<file path="src/sv/alle_pkg.sv">
// Shared types and constants for the array linked list engine.
// No dependencies; every other file refers to this package by scoped names.
package alle_pkg;

    localparam int NODE_COUNT = 16;
    localparam int PTR_W      = $clog2(NODE_COUNT + 1);
    localparam int IDX_W      = $clog2(NODE_COUNT);

    // A null link is the value NODE_COUNT.
    localparam logic [PTR_W-1:0] LINK_NULL = PTR_W'(NODE_COUNT);

    // Input kind codes
    localparam logic [1:0] KIND_INS_HEAD = 2'd0;
    localparam logic [1:0] KIND_INS_TAIL = 2'd1;
    localparam logic [1:0] KIND_DEL_HEAD = 2'd2;
    localparam logic [1:0] KIND_READ_OUT = 2'd3;

    typedef enum logic [1:0] {
        OP_INS_HEAD,
        OP_INS_TAIL,
        OP_DEL_HEAD,
        OP_READ_OUT
    } t_op;

    typedef enum logic [1:0] {
        ST_OK    = 2'd0,
        ST_FULL  = 2'd1,
        ST_EMPTY = 2'd2
    } t_status;

    typedef enum logic [2:0] {
        S_IDLE,
        S_TAKE,
        S_WALK,
        S_DEL,
        S_READ
    } t_state;

    typedef struct packed {
        t_op                op;
        logic signed [31:0] value;
    } t_cmd;

    typedef struct packed {
        t_status            status;
        logic signed [31:0] item_value;
        logic               is_last;
    } t_res;

    function automatic logic is_node(input logic [PTR_W-1:0] p);
        return p < PTR_W'(NODE_COUNT);
    endfunction

endpackage

</file>
<file path="src/sv/alle_front.sv">
// Front end: accepts transactions, decodes the kind into an operation and
// holds them in a two-entry command queue. Depends on alle_pkg.
module alle_front (
    input  logic               i_clk,
    input  logic               i_rst_n,
    input  logic               push,
    output logic               full,
    input  logic [1:0]         i_kind,
    input  logic signed [31:0] i_value,
    output logic               o_cmd_valid,
    input  logic               i_cmd_pop,
    output alle_pkg::t_cmd     o_cmd
);

    alle_pkg::t_cmd r_slot [2];
    logic           r_wr_ptr;
    logic           r_rd_ptr;
    logic [1:0]     r_count;

    alle_pkg::t_op  op;
    logic           do_push;
    logic           do_pop;

    always_comb begin
        case (i_kind)
            alle_pkg::KIND_INS_HEAD: op = alle_pkg::OP_INS_HEAD;
            alle_pkg::KIND_INS_TAIL: op = alle_pkg::OP_INS_TAIL;
            alle_pkg::KIND_DEL_HEAD: op = alle_pkg::OP_DEL_HEAD;
            alle_pkg::KIND_READ_OUT: op = alle_pkg::OP_READ_OUT;
            default:                 op = alle_pkg::OP_READ_OUT;
        endcase
    end

    assign full        = (r_count == 2'd2);
    assign o_cmd_valid = (r_count != 2'd0);
    assign o_cmd       = r_slot[r_rd_ptr];
    assign do_push     = push && !full;
    assign do_pop      = i_cmd_pop && o_cmd_valid;

    always_ff @(posedge i_clk) begin
        if (!i_rst_n) begin
            r_wr_ptr <= 1'b0;
            r_rd_ptr <= 1'b0;
            r_count  <= 2'd0;
        end else begin
            if (do_push) r_wr_ptr <= !r_wr_ptr;
            if (do_pop)  r_rd_ptr <= !r_rd_ptr;
            case ({do_push, do_pop})
                2'b10:   r_count <= r_count + 2'd1;
                2'b01:   r_count <= r_count - 2'd1;
                default: r_count <= r_count;
            endcase
        end
    end

    always_ff @(posedge i_clk) begin
        if (do_push) begin
            r_slot[r_wr_ptr] <= '{op: op, value: i_value};
        end
    end

endmodule

</file>
<file path="src/sv/alle_res_queue.sv">
// Result queue: two entries between the list sequencer and the output port.
// Depends on alle_pkg.
module alle_res_queue (
    input  logic           i_clk,
    input  logic           i_rst_n,
    input  logic           i_push,
    input  alle_pkg::t_res i_res,
    output logic           o_full,
    output logic           empty,
    input  logic           pop,
    output alle_pkg::t_res o_res
);

    alle_pkg::t_res r_slot [2];
    logic           r_wr_ptr;
    logic           r_rd_ptr;
    logic [1:0]     r_count;

    logic           do_push;
    logic           do_pop;

    assign o_full  = (r_count == 2'd2);
    assign empty   = (r_count == 2'd0);
    assign o_res   = r_slot[r_rd_ptr];
    assign do_push = i_push && !o_full;
    assign do_pop  = pop && !empty;

    always_ff @(posedge i_clk) begin
        if (!i_rst_n) begin
            r_wr_ptr <= 1'b0;
            r_rd_ptr <= 1'b0;
            r_count  <= 2'd0;
        end else begin
            if (do_push) r_wr_ptr <= !r_wr_ptr;
            if (do_pop)  r_rd_ptr <= !r_rd_ptr;
            case ({do_push, do_pop})
                2'b10:   r_count <= r_count + 2'd1;
                2'b01:   r_count <= r_count - 2'd1;
                default: r_count <= r_count;
            endcase
        end
    end

    always_ff @(posedge i_clk) begin
        if (do_push) begin
            r_slot[r_wr_ptr] <= i_res;
        end
    end

endmodule

</file>
<file path="src/sv/alle_back.sv">
// Back end: list sequencer with the node store (data and link memories),
// list and free heads. Depends on alle_pkg.
module alle_back (
    input  logic           i_clk,
    input  logic           i_rst_n,
    input  logic           i_cmd_valid,
    input  alle_pkg::t_cmd i_cmd,
    output logic           o_cmd_pop,
    input  logic           i_res_full,
    output logic           o_res_push,
    output alle_pkg::t_res o_res
);

    localparam int PW = alle_pkg::PTR_W;
    localparam int IW = alle_pkg::IDX_W;
    localparam int NC = alle_pkg::NODE_COUNT;

    alle_pkg::t_state   r_state, n_state;
    alle_pkg::t_op      r_op, n_op;
    logic signed [31:0] r_value, n_value;
    logic [PW-1:0]      r_list_head, n_list_head;
    logic [PW-1:0]      r_free_head, n_free_head;
    logic [PW-1:0]      r_ptr, n_ptr;
    logic [PW-1:0]      r_new, n_new;
    logic [PW-1:0]      r_steps, n_steps;

    // Node store
    logic [PW-1:0]      r_link_mem [NC];
    logic [31:0]        r_data_mem [NC];
    logic [NC-1:0]      r_link_set;
    logic [PW-1:0]      r_rd_link;
    logic [31:0]        r_rd_data;

    logic               rd_en;
    logic [IW-1:0]      rd_addr;
    logic               link_we;
    logic [IW-1:0]      link_wa;
    logic [PW-1:0]      link_wd;
    logic               data_we;
    logic [IW-1:0]      data_wa;
    logic last_elem;

    always_comb begin
        n_state     = r_state;
        n_op        = r_op;
        n_value     = r_value;
        n_list_head = r_list_head;
        n_free_head = r_free_head;
        n_ptr       = r_ptr;
        n_new       = r_new;
        n_steps     = r_steps;
        o_cmd_pop   = 1'b0;
        o_res_push  = 1'b0;
        o_res       = '{status: alle_pkg::ST_OK, item_value: '0, is_last: 1'b1};
        rd_en       = 1'b0;
        rd_addr     = '0;
        link_we     = 1'b0;
        link_wa     = '0;
        link_wd     = alle_pkg::LINK_NULL;
        data_we     = 1'b0;
        data_wa     = '0;
        last_elem   = !alle_pkg::is_node(r_rd_link) || (r_steps == PW'(NC - 1));

        case (r_state)
            alle_pkg::S_IDLE: begin
                // Take a command only when a result slot is free.
                if (i_cmd_valid && !i_res_full) begin
                    o_cmd_pop = 1'b1;
                    n_op      = i_cmd.op;
                    n_value   = i_cmd.value;
                    n_steps   = '0;
                    case (i_cmd.op)
                        alle_pkg::OP_INS_HEAD, alle_pkg::OP_INS_TAIL: begin
                            if (!alle_pkg::is_node(r_free_head)) begin
                                o_res_push   = 1'b1;
                                o_res.status = alle_pkg::ST_FULL;
                            end else begin
                                rd_en   = 1'b1;
                                rd_addr = r_free_head[IW-1:0];
                                n_state = alle_pkg::S_TAKE;
                            end
                        end
                        alle_pkg::OP_DEL_HEAD, alle_pkg::OP_READ_OUT: begin
                            if (!alle_pkg::is_node(r_list_head)) begin
                                o_res_push   = 1'b1;
                                o_res.status = alle_pkg::ST_EMPTY;
                            end else begin
                                rd_en   = 1'b1;
                                rd_addr = r_list_head[IW-1:0];
                                n_state = (i_cmd.op == alle_pkg::OP_DEL_HEAD) ?
                                          alle_pkg::S_DEL : alle_pkg::S_READ;
                            end
                        end
                        default: ;
                    endcase
                end
            end

            alle_pkg::S_TAKE: begin
                // Pop the free node and fill it.
                n_free_head = r_rd_link;
                data_we     = 1'b1;
                data_wa     = r_free_head[IW-1:0];
                link_we     = 1'b1;
                link_wa     = r_free_head[IW-1:0];
                link_wd     = (r_op == alle_pkg::OP_INS_HEAD) ? r_list_head
                                                               : alle_pkg::LINK_NULL;
                if (r_op == alle_pkg::OP_INS_HEAD || !alle_pkg::is_node(r_list_head)) begin
                    n_list_head = r_free_head;
                    o_res_push  = 1'b1;
                    n_state     = alle_pkg::S_IDLE;
                end else begin
                    n_ptr   = r_list_head;
                    n_new   = r_free_head;
                    rd_en   = 1'b1;
                    rd_addr = r_list_head[IW-1:0];
                    n_state = alle_pkg::S_WALK;
                end
            end

            alle_pkg::S_WALK: begin
                if (!alle_pkg::is_node(r_rd_link) || r_steps == PW'(NC)) begin
                    link_we    = 1'b1;
                    link_wa    = r_ptr[IW-1:0];
                    link_wd    = r_new;
                    o_res_push = 1'b1;
                    n_state    = alle_pkg::S_IDLE;
                end else begin
                    n_ptr   = r_rd_link;
                    rd_en   = 1'b1;
                    rd_addr = r_rd_link[IW-1:0];
                    n_steps = r_steps + PW'(1);
                end
            end

            alle_pkg::S_DEL: begin
                // Return the old head to the front of the free list.
                n_list_head = r_rd_link;
                n_free_head = r_list_head;
                link_we     = 1'b1;
                link_wa     = r_list_head[IW-1:0];
                link_wd     = r_free_head;
                o_res_push  = 1'b1;
                n_state     = alle_pkg::S_IDLE;
            end

            alle_pkg::S_READ: begin
                // Hold the fetched node until the result queue has room.
                if (!i_res_full) begin
                    o_res_push       = 1'b1;
                    o_res.item_value = r_rd_data;
                    o_res.is_last    = last_elem;
                    if (last_elem) begin
                        n_state = alle_pkg::S_IDLE;
                    end else begin
                        rd_en   = 1'b1;
                        rd_addr = r_rd_link[IW-1:0];
                        n_steps = r_steps + PW'(1);
                    end
                end
            end

            default: n_state = alle_pkg::S_IDLE;
        endcase
    end

    always_ff @(posedge i_clk) begin
        if (!i_rst_n) begin
            r_state     <= alle_pkg::S_IDLE;
            r_list_head <= alle_pkg::LINK_NULL;
            r_free_head <= '0;
            r_steps     <= '0;
            r_link_set  <= '0;
        end else begin
            r_state     <= n_state;
            r_list_head <= n_list_head;
            r_free_head <= n_free_head;
            r_steps     <= n_steps;
            if (link_we) r_link_set[link_wa] <= 1'b1;
        end
    end

    always_ff @(posedge i_clk) begin
        r_op    <= n_op;
        r_value <= n_value;
        r_ptr   <= n_ptr;
        r_new   <= n_new;
    end

    // Node store: one write per memory, one registered read per cycle.
    // A link never written reads as its reset chain value (index plus one).
    always_ff @(posedge i_clk) begin
        if (link_we) r_link_mem[link_wa] <= link_wd;
        if (data_we) r_data_mem[data_wa] <= r_value;
        if (rd_en) begin
            r_rd_link <= r_link_set[rd_addr] ? r_link_mem[rd_addr]
                                             : PW'(rd_addr) + PW'(1);
            r_rd_data <= r_data_mem[rd_addr];
        end
    end

    a_heads_disjoint: assert property (@(posedge i_clk) disable iff (!i_rst_n)
        alle_pkg::is_node(r_list_head) |-> (r_list_head != r_free_head))
        else $error("list head and free head point to the same node");

    a_push_has_room: assert property (@(posedge i_clk) disable iff (!i_rst_n)
        o_res_push |-> !i_res_full)
        else $error("result pushed into a full result queue");

    a_pop_when_idle: assert property (@(posedge i_clk) disable iff (!i_rst_n)
        o_cmd_pop |-> (r_state == alle_pkg::S_IDLE))
        else $error("command taken while an operation is in progress");

    a_readout_continues: assert property (@(posedge i_clk) disable iff (!i_rst_n)
        (r_state == alle_pkg::S_READ && o_res_push && !o_res.is_last)
        |=> (r_state == alle_pkg::S_READ))
        else $error("read-out stopped before its last element");

endmodule

</file>
<file path="src/sv/array_linked_list_engine.sv">
// Array linked list engine top level: command front end, list sequencer and
// result queue. Depends on alle_pkg, alle_front, alle_back, alle_res_queue.
//
// Each transaction is one operation on a singly linked list kept in a store
// of alle_pkg::NODE_COUNT nodes, with unused nodes on a free list. The
// sequencer reads the link store at most once per cycle, so the cost per
// operation is set by the link walk: insert at head and delete at head read
// one node, an error result (store full, list empty) needs no read, read-out
// reads one element at a time, and insert at tail walks the nodes already in
// the list to the last one. Two-entry queues on both sides let new
// transactions be taken and results be drained while the sequencer works.
// Read-out stalls when the result queue is full and resumes where it left
// off. Node data is undefined until written; only written data is returned.
module array_linked_list_engine (
    input  logic               i_clk,
    input  logic               i_rst_n,
    input  logic               push,
    output logic               full,
    input  logic [1:0]         i_kind,
    input  logic signed [31:0] i_value,
    output logic               empty,
    input  logic               pop,
    output logic [1:0]         o_status,
    output logic signed [31:0] o_item_value,
    output logic               o_is_last
);

    alle_pkg::t_cmd cmd;
    logic           cmd_valid;
    logic           cmd_pop;
    alle_pkg::t_res res_in;
    alle_pkg::t_res res_out;
    logic           res_push;
    logic           res_full;

    alle_front u_front (
        .i_clk       (i_clk),
        .i_rst_n     (i_rst_n),
        .push        (push),
        .full        (full),
        .i_kind      (i_kind),
        .i_value     (i_value),
        .o_cmd_valid (cmd_valid),
        .i_cmd_pop   (cmd_pop),
        .o_cmd       (cmd)
    );

    alle_back u_back (
        .i_clk       (i_clk),
        .i_rst_n     (i_rst_n),
        .i_cmd_valid (cmd_valid),
        .i_cmd       (cmd),
        .o_cmd_pop   (cmd_pop),
        .i_res_full  (res_full),
        .o_res_push  (res_push),
        .o_res       (res_in)
    );

    alle_res_queue u_res_queue (
        .i_clk   (i_clk),
        .i_rst_n (i_rst_n),
        .i_push  (res_push),
        .i_res   (res_in),
        .o_full  (res_full),
        .empty   (empty),
        .pop     (pop),
        .o_res   (res_out)
    );

    assign o_status     = res_out.status;
    assign o_item_value = res_out.item_value;
    assign o_is_last    = res_out.is_last;

endmodule
</file>
<file path="config.mk">
export PLATFORM = sky130hd
export DESIGN_NAME = array_linked_list_engine
export DESIGN_NICKNAME = d
export VERILOG_FILES = /design/src/sv/alle_pkg.sv /design/src/sv/alle_front.sv /design/src/sv/alle_res_queue.sv /design/src/sv/alle_back.sv /design/src/sv/array_linked_list_engine.sv
export SDC_FILE = /design/constraint.sdc
export NUM_CORES = 1
export LEC_CHECK = 0
export BUFFER_PORTS_ARGS = -buffer_cell sky130_fd_sc_hd__buf_2
export CAP_MARGIN = 25
export CORE_ASPECT_RATIO = 0.9
export CORE_MARGIN = 1
export CORE_UTILIZATION = 60
export CTS_CLUSTER_DIAMETER = 200
export CTS_CLUSTER_SIZE = 12
export DETAILED_ROUTE_END_ITERATION = 12
export PLACE_DENSITY = 0.77
export SKIP_LAST_GASP = 1
export SLEW_MARGIN = 10
export SYNTH_ARGS = -nofsm -noshare
export SYNTH_HDL_FRONTEND = slang
export SYNTH_HIERARCHICAL = 1
export SYNTH_SLANG_ARGS = --single-unit
</file>
<file path="constraint.sdc">
create_clock -name i_clk -period 10.4 [get_ports i_clk]
set_input_delay 1.56 -clock i_clk [delete_from_list [all_inputs] [get_ports i_clk]]
set_output_delay 1.56 -clock i_clk [all_outputs]
set_load 0.02 [all_outputs]
</file>
==> summary.txt <==
Pre-Repair DR Iteration Count: 6
die width: 251 um
Clock transition at path regs: 0.06 ns
Rows: 81
num ports: 75
Crit path max-delay family: simple AND/OR/NAND/NOR gates
RR Endpoint: u_back/r_rd_link[1]
crit path cell chain: buf_4 -> mux2_2 -> or4b_1 -> o32ai_2 -> a22oi_2 -> buf_4 -> and2_4 -> inv_6 -> buf_12 -> or2_0 -> o22ai_1 -> or4_1 -> mux2_4
CTS buffer count: 81
count of state elements after synthesis: 854
Mapped Area: 0.0334 mm^2
TritonCTS clock tree: done
top cell type's share of synthesized area: 72.9%
Starting Density: 61.1%
Max Cap Viol: 0
post-CTS sizing: 0
max_slew headroom: 29.6%
first-pass GRT wire length: 110000 um
Core Area: 0.0546 mm^2
# nets final: 2386
final WL: 73200 um
Max IR drop VDD: 190 uV
Mapped Avg Cell Area: 14.6 um^2
critical path class: flip-flop to flip-flop
CP max stage cell: buf_12
antenna diode count: 0
Cells after Synth: 2292
adder-cell share of the synthesized area: 0.225%
vias in the first global route: 19000
clk sinks: 854
Inst Count DP: 2964
drt drc: 0
Crit path depth: 13
global route overflow: 0
Data arrival, critical path: 6.21 ns
Final Cycle Share: 56.1%
die footprint: 0.0566 mm^2
Compound-Gate Fraction of Synth Area: 7.28%
Sw Pwr: 3210 uW
hold_buf cts: 0
Initial DRC Count: 2511
routed len/inst: 23.7 um
Post-DP HPWL: 39600 um
post-synth top area cell: edfxtp_1
Hold Path Class: flip-flop to flip-flop
Reg2Reg Depth: 13
LEAKAGE: 0.0129 uW
actual slew at the worst max-slew pin: 1.06 ns
initial antenna violation count: 3
Power Dens Cells: 275 mW/mm^2
EDFF count, synth: 810
Max Freq: 171 MHz
mux share of post-synthesis cell area: 4.40%
r2r setup slk: 4.57 ns
Post-synth top flop: edfxtp_1
Flop pwr share: 51.3%
top cells by count, synth: edfxtp_1, nand2_1, clkbuf_1, o21ai_0, mux2_2
largest net degree at the start of global routing: 220
Power Internal: 6900 uW
CTS root buffer: clkbuf_16
DR vias: 19600
Total GRT Usage: 26.2%
largest family of logic cells by synthesized area: simple AND/OR/NAND/NOR gates
Async S/R FF share, synth: 0%
crit-path max cell delay: 0.71 ns
routed vias/inst: 6.35
worst path bufs/invs: 4
Layout area overhead: 10.1%
synth top area cells: edfxtp_1, nand2_1, dfxtp_1
post-synthesis xor/xnor area fraction: 0.289%
Period minus WS final: 5.83 ns
CP Max Fanout: 219
DRT antenna net count: 0
simple-gate share of the synthesized area: 10.2%
CP Launch Type: flip-flop
clk buf depth: 3
CTS H-tree depth: 3
unique cell type count in the Yosys netlist: 60
Setup Fix Bufs, Post-CTS: 0
Max Slew Vio Count: 0
layout cell share with drive strength beyond 1: 12.9%
Finished Layout Cells: 3082
Crit path top cell by count: buf_4
most frequent cell after synthesis: edfxtp_1
Required @ worst endpoint: 10.78 ns
final hold vios: 0
Clock Power Share: 25.8%
Die Y: 226 um
combinational power share: 22.9%
unrepaired setup endpoints after global routing: no
input/output buffers: 74
CP Capture Type: flip-flop
clock latency on the worst-skew pair: 0.63 ns
GPL Wtd Cong: 0.910
status: finished clean
Switching Share: 31.7%
Setup violations, final: 0
post-synthesis sequential area ratio: 75.5%
Fin Clk Skew: 0.0278 ns
Syn Nets: 2336
post-route setup TNS: 0 ns
Yosys Warn Count: 6
critical path endpoint: u_back/r_rd_link[1]
[worst min-delay path by stage]
stage	from	cells past startpoint	slack, ns	to
floorplan	u_back/r_free_head[0]	0	0.41	u_back/r_new[0]
global placement	u_back/r_link_set[5]	1	0.45	u_back/r_link_set[5]
detailed placement	u_back/r_link_set[13]	1	0.46	u_back/r_link_set[13]
CTS	u_back/r_link_set[6]	1	0.48	u_back/r_link_set[6]
global route	u_back/r_link_set[13]	1	0.50	u_back/r_link_set[13]
finish	u_back/r_link_set[13]	1	0.47	u_back/r_link_set[13]
[metal layers]
metal | vias to the layer above | track usage [%] | share of wire [%]
li1 | 8705 | - | -
met1 | 9552 | 36.6 | 39
met5 | - | 0 | 0.023
met3 | 185 | 7.47 | 12
met2 | 1142 | 39.3 | 46
met4 | 2 | 9.88 | 3.1
[state kept, by name, indices dropped and copies added (netlist names), 2 cells and up, named ones only]
register / cells
u_front/r_count: 2
u_back/r_value: 32
u_back/r_link_set: 16
u_res_queue/r_slot: 70
u_back/r_free_head: 5
u_back/r_link_mem: 80
u_back/r_steps: 5
u_front/r_slot: 68
u_back/r_rd_link: 5
u_res_queue/r_count: 2
u_back/r_rd_data: 32
u_back/r_ptr: 4
u_back/r_op: 2
u_back/r_state: 3
u_back/r_data_mem: 512
u_back/r_new: 5
u_back/r_list_head: 5
[power groups by stage]
stage          combinational [uW]  clock (uW)  sequential, uW
3_3_place_gp                 2210           0            5180
4_1_cts                      2310        2640            5160
2_1_floorplan                1650           0            4980
3_5_place_dp                 2280           0            5220
6_report                     2320        2610            5180
5_1_grt                      2500        2770            5230
[cells by family (layout without fill, tap and decap cells)]
| group | after synthesis | count (layout) |
|---|---|---|
| compound gates | 351 | 351 |
| xor+xnor | 11 | 11 |
| fa+ha+maj | 6 | 6 |
| buf+inv | 164 | 249 |
| flops | 854 | 854 |
| mux | 137 | 137 |
| simple gates | 769 | 769 |
[layout by cell type, fill, tap and decap left out, drive strengths merged, types with 5 or more instances in the layout]
master,n
a22oi,37
mux2i,63
o21a,18
nor2b,7
o22ai,24
o211a,9
nand2,487
or3,7
ha,6
nor3,11
and2,40
o21ai,75
a211oi,66
nand2b,9
clkbuf,114
nor2,47
a21boi,7
xnor2,7
a222oi,5
o221ai,32
mux2,74
dfxtp,44
edfxtp,810
buf,112
a31oi,67
inv,23
and3,68
nor4,5
nand3,72
[layout make-up]
class                      instances  area, um^2
tap                              705         882
clock buffer                     114        2190
fill                            3557       17900
clock inverter                     4        37.5
sequential                       854       25200
timing repair buffer             112         681
inverter                          19        76.3
multi-input combinational       1274        7650
[through the flow]
step,total power [uW],hold WS [ns],setup slack (ns),cell area (um^2),util [%]
after floorplan,6630,0.406,6.45,33400,-
after global placement,7390,0.448,4.81,34500,63.2
after detailed placement,7510,0.462,4.65,34500,63.2
after CTS,10100,0.476,4.65,36700,67.2
after global routing,10500,0.502,4.27,36700,67.2
final,10100,0.470,4.57,36700,67.2
Power figures use the tool's default switching activity.
